$ cat config.mk
export PLATFORM = sky130hd
export DESIGN_NAME = ppv_div_step
export DESIGN_NICKNAME = d
export VERILOG_FILES = /design/src/sv/ppv_pkg.sv /design/src/sv/ppv_div_step.sv
export SDC_FILE = /design/constraint.sdc
export NUM_CORES = 1
export LEC_CHECK = 0
export ABC_AREA = 1
export BUFFER_PORTS_ARGS = -buffer_cell sky130_fd_sc_hd__buf_2
export CAP_MARGIN = 20
export CORE_AREA = 5 5 223 225
export DETAILED_ROUTE_END_ITERATION = 16
export DIE_AREA = 0 0 228 230
export GPL_TIMING_DRIVEN = 0
export SYNTH_ARGS = -nofsm -noshare
export SYNTH_HDL_FRONTEND = slang
export SYNTH_SLANG_ARGS = --single-unit
$ cat constraint.sdc
create_clock -name clk -period 9.3 [get_ports clk]
set_input_delay 0.465 -clock clk [delete_from_list [all_inputs] [get_ports clk]]
set_output_delay 0.465 -clock clk [all_outputs]
set_load 0.005 [all_outputs]
$ cat src/sv/ppv_pkg.sv
// Package: types, widths and register codes of the point projection unit.
`default_nettype none
package ppv_pkg;

  localparam int COORD_WIDTH = 24;
  localparam int ENTRY_WIDTH = 16;
  localparam int FRAC_BITS   = 8;

  localparam int ROW_W  = 64;
  localparam int SIZE_W = 16;
  localparam int PIX_W  = 32;
  localparam int IDX_W  = 3;

  // One product of a matrix entry and a coordinate.
  localparam int PROD_W = ENTRY_WIDTH + COORD_WIDTH;
  // Row sum: three products plus the translation term, with headroom.
  localparam int SUM_W  = PROD_W + 3;
  // Dividend: row sum scaled by one in fixed point.
  localparam int NUM_W  = SUM_W + FRAC_BITS;
  // Quotient magnitude bits, one more than the pixel width for saturation.
  localparam int Q_W    = PIX_W + 1;
  // Partial remainder, wide enough to hold the shifted divisor.
  localparam int REM_W  = NUM_W + Q_W;

  typedef enum logic [IDX_W-1:0] {
    REG_ROW_0  = 3'd0,
    REG_ROW_1  = 3'd1,
    REG_ROW_2  = 3'd2,
    REG_WIDTH  = 3'd3,
    REG_HEIGHT = 3'd4
  } reg_idx_t;

  typedef struct packed {
    logic signed [COORD_WIDTH-1:0] point_x;
    logic signed [COORD_WIDTH-1:0] point_y;
    logic signed [COORD_WIDTH-1:0] point_z;
  } in_t;

  typedef struct packed {
    logic signed [PIX_W-1:0] pixel_col;
    logic signed [PIX_W-1:0] pixel_row;
    logic                    inside_res;
    logic                    degenerate;
  } out_t;

  // State of both divisions as it travels down the divider.
  typedef struct packed {
    logic             vld;
    logic [REM_W-1:0] rem_col;
    logic [REM_W-1:0] rem_row;
    logic [Q_W-1:0]   q_col;
    logic [Q_W-1:0]   q_row;
    logic [SUM_W-1:0] dvs;
    logic             neg_col;
    logic             neg_row;
    logic             ovf_col;
    logic             ovf_row;
    logic             degen;
  } div_t;

endpackage
`default_nettype wire

$ cat src/sv/ppv_div_step.sv
// One restoring division step for both coordinates, one quotient bit each.
`default_nettype none
module ppv_div_step
  import ppv_pkg::*;
(
  input  wire logic clk,
  input  wire logic rst_n,
  input  wire logic en,
  input  wire div_t st_i,
  output div_t      st_o
);

  div_t             st_r, st_nxt;
  logic [REM_W-1:0] dsh;
  logic [REM_W-1:0] dc, dr;
  logic             bc, br;

  always_comb begin
    dsh = REM_W'(st_i.dvs) << (Q_W - 1);
    bc  = st_i.rem_col >= dsh;
    br  = st_i.rem_row >= dsh;
    dc  = bc ? st_i.rem_col - dsh : st_i.rem_col;
    dr  = br ? st_i.rem_row - dsh : st_i.rem_row;
    st_nxt         = st_i;
    st_nxt.rem_col = dc << 1;
    st_nxt.rem_row = dr << 1;
    st_nxt.q_col   = {st_i.q_col[Q_W-2:0], bc};
    st_nxt.q_row   = {st_i.q_row[Q_W-2:0], br};
  end

  always_ff @(posedge clk) begin
    if (!rst_n) begin
      st_r.vld <= 1'b0;
    end else if (en) begin
      st_r <= st_nxt;
    end
  end

  assign st_o = st_r;

endmodule
`default_nettype wire

==> summary.md <==
| Metric | Value |
|---|---|
| CP most frequent cell | `inv_1` |
| Max-cap violation count | `0` |
| Final WL | `77.83 mm` |
| Yosys warns | `0` |
| CP delay by family, top | `buffers and inverters` |
| Fin crit share | `27.14%` |
| Setup TNS after final layout | `0 ns` |
| FMAX | `396.2 MHz` |
| Place WS | `6.265 ns` |
| Maximum vdd ir drop | `0.1098 mV` |
| Initial antenna violation count | `11` |
| Ports | `569` |
| Cells on Worst Hold Path | `1` |
| WP buf/inv | `6` |
| Final core occ | `49.59%` |
| Initial Util | `39.55%` |
| Power density cells | `160.0 mW/mm^2` |
| Clock Skews | `0 ns` |
| # setup viols final | `0` |
| Final hold violations | `0` |
| Ranking of synthesized cells by area | `edfxtp_1, nand2_1, inv_1, ha_1, nor2_1` |
| Startpoint types | `primary input` |
| Via-to-Cell Ratio | `4.837` |
| # DRC | `0` |
| Via Count | `18236` |
| First-pass GRT wire length | `112.6 mm` |
| Core area | `0.04735 mm^2` |
| Worst slew pin tran | `0.8119 ns` |
| Worst path required time | `9.60 ns` |
| Post-synth ARST share | `0%` |
| Lkg Pwr | `12.47 nW` |
| Critical path, cell by cell | `buf_2 > inv_1 > ha_1 > nand2_2 > inv_1 > a21oi_1 > inv_1 > nand2_1 > nand3_1 > a21oi_1 > nand3_2 > buf_6 > buf_6 > nand3_1 > nand2_1` |
| GRT Util Overall | `28.43%` |
| Routed len/inst | `20.64 um` |
| Grt ovf | `0` |
| Fill cells | `4806` |
| Cells after Synth | `2525` |
| RSZ-0062 raised after global routing | `no` |
| Seq cells post-synth | `281` |
| Clock tree buffer depth | `3` |
| Slowest stage cell, crit path | `a21oi_1` |
| Synth-to-Final Area Change | `25.37%` |
| Top cells by count, synth | `nand2_1, inv_1, edfxtp_1` |
| Multiplexer area fraction after synthesis | `0%` |
| CTS tree | `built` |
| Minimum clock period | `2.524 ns` |
| CP Max Fanout | `10` |
| DRT antenna net count | `0` |
| Htree depth | `2` |
| Final setup margin | `6.776 ns` |
| Vias in the first global route | `17449` |
| Detailed Routing Iterations Pass 1 | `5` |
| Final-stage net count | `3502` |
| Pin count of the biggest net entering global routing | `141` |
| Count leader, synth | `nand2_1` |
| Clock sink total | `281` |
| Final GP Congestion | `0.9779` |
| Largest area contributor in the netlist | `edfxtp_1` |
| Adder-cell share of the synthesized area | `5.960%` |
| Post-route design area | `0.02348 mm^2` |
| Detailed Route Iter0 Violations | `1263` |
| Post-DP Area | `0.02239 mm^2` |
| Dominant synthesized flop cell | `edfxtp_1` |
| Die outline area | `0.05244 mm^2` |
| Post-synth EDFFs | `280` |
| Worst hold path class | `in2reg` |
| Largest family of logic cells by synthesized area | `simple AND/OR/NAND/NOR gates` |
| Reg2Reg Depth | `2` |
| Slew Viols, Final | `0` |
| Post-DP HPWL | `66.58 mm` |
| Register area share after synthesis | `45.01%` |
| Post-CTS Setup Bufs | `0` |
| Clk slew on worst S/H paths | `0.06 ns` |
| Max FFs per register | `281` |
| Root Buffer | `clkbuf_16` |
| Port Buf Inserts | `564` |
| Synth cell types | `38` |
| Synth Area in Simple Gates | `32.15%` |
| Compound-gate portion of the synthesized area | `3.020%` |
| Tot Pwr | `3.755 mW` |
| Cell Area, Synth | `0.01873 mm^2` |
| Post-synth top area share | `44.90%` |
| Cts bufs inserted | `34` |
| Largest stage delay on the critical path | `0.36 ns` |
| Die Ht | `230 um` |
| Layout cell share with drive strength beyond 1 | `22.23%` |
| Die width | `228 um` |
| Crit path kind | `in2reg` |
| Status | `finished clean` |
| Slew headroom | `45.87%` |
| Hold-fix buffers, CTS | `0` |
| Later-pin clock latency in the skew report | `0.54 ns` |
| Xor/xnor share of the synthesized area | `2.338%` |
| Syn avg cell area | `7.417 um^2` |
| Worst EP arrival | `2.82 ns` |
| Rows | `80` |
| Critical path endpoint category | `flip-flop` |
| Post-CTS resize count | `0` |
| Crit path depth | `15` |
[worst register-to-register path, stage by stage (launching register included)]
cell	delay (ns)
dfxtp_1	0.32
o21ai_0	0.16
a21oi_1	0.06
[routing by layer]
layer,part of all wire (%),GRT usage (%)
met1,42,37.26
met2,47,47.50
met3,7.7,6.316
met4,3.3,8.395
met5,0.10,0
[per-stage QoR]
| step | instances | hold slack [ns] |
|---|---|---|
| CTS | 3769 | 0.06505 |
| floorplan | 2526 | 0.5248 |
| global route | 3770 | 0.06932 |
| finish | 3770 | 0.09328 |
| detailed placement | 3707 | 0.5529 |
| global placement | 3705 | 0.5560 |
[where the power goes]
part           total [mW]  switching (mW)  internal [mW]  leakage [nW]
sequential           1.55          0.0259           1.52          2.64
clock                1.32           0.568          0.756         0.531
combinational       0.880           0.576          0.304          9.29
[cell families after synthesis]
kind of cell | after synthesis
adder cells (fa/ha/maj) | 88
AO/OA/AOI/OAI | 103
XOR/XNOR | 50
other | 1
AND/OR/NAND/NOR | 1461
buffers and inverters | 541
flip-flops | 281
[worst paths after layout]
path	end	start	slack, ns
setup / recovery	st_o[263]$_DFFE_PP_	st_i[44]	6.78
hold / removal	st_o[89]$_DFFE_PP_	st_i[88]	0.09
setup reg to reg	st_o[282]$_SDFFE_PN0P_	st_o[282]$_SDFFE_PN0P_	8.65
hold reg to reg	st_o[282]$_SDFFE_PN0P_	st_o[282]$_SDFFE_PN0P_	0.57
[cell usage in the layout (no fill, tap or decap), types with 35 or more instances in the layout]
cell type,synthesis,final
nor2_1,189,189
edfxtp_1,280,280
inv_1,510,509
buf_2,6,570
a21oi_1,67,67
clkbuf_16,0,35
ha_1,86,86
nand2_1,1034,1034
xor2_1,48,48
nand3_1,111,111
[layout make-up]
class                      instances  area (um^2)  share of cell area, %
antenna                            1        2.502                0.01066
buffer                            22        206.4                 0.8793
clock buffer                      43        905.9                  3.858
clock inverter                    19        183.9                 0.7834
inverter                         519         1956                  8.330
multi-input combinational       1704         8148                  34.70
sequential                       281         8428                  35.90
tap                              615        769.5                  3.278
timing repair buffer             566         2878                  12.26
(Power assumes the default switching activity.)
