`src/sv/ppv_pkg.sv`:
```
// Package: types, widths and register codes of the point projection unit.
`default_nettype none
package ppv_pkg;

  localparam int COORD_WIDTH = 24;
  localparam int ENTRY_WIDTH = 16;
  localparam int FRAC_BITS   = 8;

  localparam int ROW_W  = 64;
  localparam int SIZE_W = 16;
  localparam int PIX_W  = 32;
  localparam int IDX_W  = 3;

  // One product of a matrix entry and a coordinate.
  localparam int PROD_W = ENTRY_WIDTH + COORD_WIDTH;
  // Row sum: three products plus the translation term, with headroom.
  localparam int SUM_W  = PROD_W + 3;
  // Dividend: row sum scaled by one in fixed point.
  localparam int NUM_W  = SUM_W + FRAC_BITS;
  // Quotient magnitude bits, one more than the pixel width for saturation.
  localparam int Q_W    = PIX_W + 1;
  // Partial remainder, wide enough to hold the shifted divisor.
  localparam int REM_W  = NUM_W + Q_W;

  typedef enum logic [IDX_W-1:0] {
    REG_ROW_0  = 3'd0,
    REG_ROW_1  = 3'd1,
    REG_ROW_2  = 3'd2,
    REG_WIDTH  = 3'd3,
    REG_HEIGHT = 3'd4
  } reg_idx_t;

  typedef struct packed {
    logic signed [COORD_WIDTH-1:0] point_x;
    logic signed [COORD_WIDTH-1:0] point_y;
    logic signed [COORD_WIDTH-1:0] point_z;
  } in_t;

  typedef struct packed {
    logic signed [PIX_W-1:0] pixel_col;
    logic signed [PIX_W-1:0] pixel_row;
    logic                    inside_res;
    logic                    degenerate;
  } out_t;

  // State of both divisions as it travels down the divider.
  typedef struct packed {
    logic             vld;
    logic [REM_W-1:0] rem_col;
    logic [REM_W-1:0] rem_row;
    logic [Q_W-1:0]   q_col;
    logic [Q_W-1:0]   q_row;
    logic [SUM_W-1:0] dvs;
    logic             neg_col;
    logic             neg_row;
    logic             ovf_col;
    logic             ovf_row;
    logic             degen;
  } div_t;

endpackage
`default_nettype wire

```
`src/sv/ppv_row_sum.sv`:
```
// One matrix row times the homogeneous point: products, then their sum.
`default_nettype none
module ppv_row_sum
  import ppv_pkg::*;
(
  input  wire logic                    clk,
  input  wire logic                    en,
  input  wire logic [ROW_W-1:0]        row,
  input  wire in_t                     pnt,
  output logic signed [SUM_W-1:0]      sum_o
);

  logic signed [PROD_W-1:0] p0_r, p1_r, p2_r;
  logic signed [PROD_W-1:0] p0_nxt, p1_nxt, p2_nxt;
  logic signed [SUM_W-1:0]  t_r, t_nxt;
  logic signed [SUM_W-1:0]  sum_r, sum_nxt;
  logic signed [ENTRY_WIDTH-1:0] e0, e1, e2, e3;

  always_comb begin
    e0 = signed'(row[0*ENTRY_WIDTH +: ENTRY_WIDTH]);
    e1 = signed'(row[1*ENTRY_WIDTH +: ENTRY_WIDTH]);
    e2 = signed'(row[2*ENTRY_WIDTH +: ENTRY_WIDTH]);
    e3 = signed'(row[3*ENTRY_WIDTH +: ENTRY_WIDTH]);
    p0_nxt = PROD_W'(e0 * pnt.point_x);
    p1_nxt = PROD_W'(e1 * pnt.point_y);
    p2_nxt = PROD_W'(e2 * pnt.point_z);
    // The fourth coordinate is one in fixed point.
    t_nxt  = SUM_W'(e3) <<< FRAC_BITS;
    sum_nxt = SUM_W'(p0_r) + SUM_W'(p1_r) + SUM_W'(p2_r) + t_r;
  end

  always_ff @(posedge clk) begin
    if (en) begin
      p0_r  <= p0_nxt;
      p1_r  <= p1_nxt;
      p2_r  <= p2_nxt;
      t_r   <= t_nxt;
      sum_r <= sum_nxt;
    end
  end

  assign sum_o = sum_r;

endmodule
`default_nettype wire

```
`config.mk`:
```
export PLATFORM = sky130hd
export DESIGN_NAME = ppv_row_sum
export DESIGN_NICKNAME = d
export VERILOG_FILES = /design/src/sv/ppv_pkg.sv /design/src/sv/ppv_row_sum.sv
export SDC_FILE = /design/constraint.sdc
export NUM_CORES = 2
export LEC_CHECK = 0
export BUFFER_PORTS_ARGS = -buffer_cell sky130_fd_sc_hd__buf_2
export CORE_MARGIN = 2
export CORE_UTILIZATION = 35
export DETAILED_ROUTE_END_ITERATION = 16
export GPL_ROUTABILITY_DRIVEN = 0
export PLACE_DENSITY_LB_ADDON = 0.15
export RECOVER_POWER = 25
export SLEW_MARGIN = 0
export SYNTH_ARGS = -nofsm -noshare
export SYNTH_HDL_FRONTEND = slang
export SYNTH_SLANG_ARGS = --single-unit
```
`constraint.sdc`:
```
create_clock -name clk -period 9.3 [get_ports clk]
set_input_delay 1.86 -clock clk [delete_from_list [all_inputs] [get_ports clk]]
set_output_delay 1.86 -clock clk [all_outputs]
set_load 0.02 [all_outputs]
```
==> impl.org <==
** Synth
- Post-synth ARST share :: 0%
- Synthesis instantiated 62 different standard cells from the library.
- Mean post-synth cell area :: 9.62 sq um
- Seq cells post-synth :: 179
- Gate count of the mapped netlist :: 5201
- Count of flip-flops with a built-in enable after synthesis :: 179
- Among all flip-flop cells after synthesis, the most frequent one is edfxtp_1.
- Yosys printed 0 warnings.
- Post-synthesis instance area :: 0.0500 sq mm
- Net count after synthesis :: 6876
- Sequential-to-total area share from yosys stat :: 10.7%

** STA
- Max transition margin :: -190%
- Count of endpoints failing setup in the final report :: 0
- Highest clock rate :: 0.121 GHz
- Worst clock skew on the final layout :: 0.0205 ns
- Total Negative Setup Slacks :: 0 ns
- The number of endpoints with negative hold slack in the final report is 0.
- For the pin with the worst max-slew slack, the measured transition is 4.36 ns.
- The smallest clock period supported by the final layout is computed as 8.28 ns.
- Setup repair after global routing left no endpoint under its margin.
- Slew Limit Fails :: 81
- The worst path uses 89.1% of the clock period.

** Global routing
- In this run the most used layer during global routing was met2.
- Global routing used 1.28% of the available met3 tracks.
- First-pass GRT wire length :: 212000 um
- Summed over all layers, the global routing overflow is 0.
- Global routing usage summed across all routing layers :: 18.7%
- The via count of the first global-routing pass came to 36.8k.
- Largest net degree at the start of global routing :: 81
- Met1 track utilization from global routing :: 26.5%
- M2 GR Usage :: 31.4%
- The initial antenna violation count came to 1.

** Status
- The flow ran to the end, but the final reports show violations.
- Violations in the final reports :: capacitance limit, slew limit

** CTS
- Hold repair after CTS inserted 0 buffers.
- In this run the number of H-tree levels came out at 4.
- Clk slew on worst S/H paths :: 0.08 ns
- Longest Clk Path Bufs :: 2
- Post-CTS Setup Bufs :: 0
- Worst-Skew Late Latency :: 0.49 ns
- CTS sink count :: 179
- Quantity of gates resized following cts :: 0
- Number of buffers created by CTS :: 17
- Root buf cell :: clkbuf_16
- Clock tree from TritonCTS :: done

** Final layout
- Number of fill cells in the layout :: 14.5k
- Final layout net count :: 6910
- Diode count :: 0
- Relative to the synthesized area, the layout overhead comes to 6.62%.
- Layout cell share with drive strength beyond 1 :: 4.29%
- Most frequent cells in the layout :: inv_1, fa_1, nand2_1
- With fillers left out, the area of the finished cells amounts to 0.0533 sq mm.
- Most common library cell in the layout ignoring fill and taps :: inv_1

** Die
- Once the floorplan was initialized, standard cells occupied 35.3% of the core.
- The region available for standard cell placement spans 0.142 sq mm.
- The floorplan step set the die width to 382 um.
- Number of placement rows :: 138
- The die covers 0.146 sq mm.
- 181 I/O pins were placed.
- Die Height :: 382 um

** Worst setup path
- The worst setup path is captured at a flip-flop.
- Startpoint kind of the worst setup timing path :: input pin
- Data arrival time of the critical path :: 8.51 ns
- STA puts the critical path data required time at 9.53 ns.
- The critical path is of the input pin to flip-flop type.
- In this run the worst path has a maximum fanout of 24.
- Register-to-Register Path Depth :: 14

** Route
- Average wire length per cell after detail routing :: 18.2 um
- After detailed routing, the number of remaining DRC violations is 0.
- Vias per Instance :: 4.73
- The first routing iteration left 1640 violations.
- Summed over all layers, the routed wires come to 130000 um.
- Via total after detailed routing :: 33.8k
- Detailed Routing Iterations Pass 1 :: 9
- Post-route antenna net violation count :: 0

** Placed design
- Port buffering added 180 buffers.
- Once detailed placement completed, the half-perimeter wirelength came to 108000 um.
- Once placement finished, the instance area stood at 0.0528 sq mm.

** Run
- Count of maximum capacitance violations :: 1

** Min path
- Counting instances, the worst hold path has a depth of 2.
- Type of the tightest min-delay check :: flip-flop to flip-flop
## logic make-up (layout without fill, tap and decap cells)
logic type                 after synthesis  after routing  share of synthesized area, %
adders and majority gates             1537           1537                          56.4
buffers and inverters                 1489           1536                          11.2
and+or+nand+nor                       1408           1408                          13.4
AOI/OAI and AO/OA                      429            429                          5.55
DFF                                    179            179                          10.7
xor gates and xnor gates               157            157                          2.75
muxes                                    2              2                        0.0400
## final cells by class
type                            instances  area, sq um  share of cell area, %
Timing Repair Buffer                  196         1000                   1.88
Tap cell                             1890         2360                   4.43
Clock buffer                           17          425                  0.797
Inverter                             1308         4910                   9.20
Clock inverter                         15          200                  0.375
Multi-Input combinational cell       3533        39100                   73.2
Sequential cell                       179         5380                   10.1
## critical path, cell delays in order
cell and delay, ns:
buf_2 0.43, nand2_1 0.18, inv_1 0.15, fa_1 0.45, fa_1 0.55, inv_1 0.06
fa_1 0.50, inv_1 0.07, fa_1 0.49, fa_1 0.49, inv_1 0.04, fa_1 0.47
inv_1 0.04, ha_1 0.35, a21o_1 0.18, a21o_1 0.19, a2111oi_0 0.51, o31ai_1 0.18
a21o_1 0.20, a22o_1 0.21, o41ai_2 0.41, o2111ai_1 0.20, a21oi_1 0.21, xnor2_1 0.08
## routing by layer
layer  wire (um)  vias up
li1            -    15433
met1       60500    17693
met2       63400      542
met3        3370      107
met4        2920        0
met5           0        -
## registers in the layout, summed over array words and instances (netlist names)
name and cells:
p2_r 40, p1_r 40, sum_o 43, p0_r 40, t_r 16
## cell usage after synthesis, types with 3 or more instances
master / count / share of area [%]
or3_1: 6 / 0.075
nand2_1: 701 / 5.3
and3_1: 7 / 0.088
a31oi_1: 9 / 0.11
a211o_1: 6 / 0.11
o21ai_1: 3 / 0.030
xor2_1: 44 / 0.77
o21ai_0: 79 / 0.79
nor3_1: 16 / 0.16
o31ai_1: 7 / 0.11
nand4_1: 13 / 0.16
nor2b_1: 8 / 0.10
edfxtp_1: 179 / 11
clkbuf_1: 181 / 1.4
a221oi_1: 4 / 0.070
inv_1: 1308 / 9.8
a211oi_1: 17 / 0.26
nand3_1: 27 / 0.27
and4_1: 6 / 0.11
a21boi_0: 3 / 0.045
o211ai_1: 6 / 0.090
a22oi_1: 5 / 0.075
nand2b_1: 34 / 0.43
and2_1: 452 / 5.7
o21a_1: 20 / 0.30
xnor2_1: 113 / 2.0
fa_1: 1196 / 48
a21o_1: 79 / 1.2
a21oi_1: 136 / 1.4
o21bai_1: 17 / 0.26
a2111oi_0: 4 / 0.070
o2111ai_1: 3 / 0.053
o221ai_1: 3 / 0.053
ha_1: 341 / 8.5
a31o_2: 3 / 0.053
nor2_1: 132 / 0.99
## worst paths after layout
check	startpoint	to	slack [ns]
worst max-delay path	row[17]	p1_r[39]$_DFFE_PP_	1.02
worst min-delay path	p0_r[1]$_DFFE_PP_	sum_o[1]$_DFFE_PP_	0.80
worst max register to register	p2_r[2]$_DFFE_PP_	sum_o[38]$_DFFE_PP_	3.72
worst min register to register	p0_r[1]$_DFFE_PP_	sum_o[1]$_DFFE_PP_	0.80
## through the flow
step / util, % / worst slack, ns / instances / hold WS (ns)
global route: 37.6 / 0.615 / 7138 / 0.853
global placement: 37.2 / 0.582 / 7106 / 0.807
CTS: 37.7 / 1.04 / 7138 / 0.815
finish: 37.6 / 1.02 / 7138 / 0.801
floorplan: - / 1.36 / 5201 / 0.680
detailed placement: 37.2 / 0.527 / 7106 / 0.795
Power is left out: the tool's default activity adds up to more than one toggle a clock period on the data nets, which glitch-free logic cannot reach.
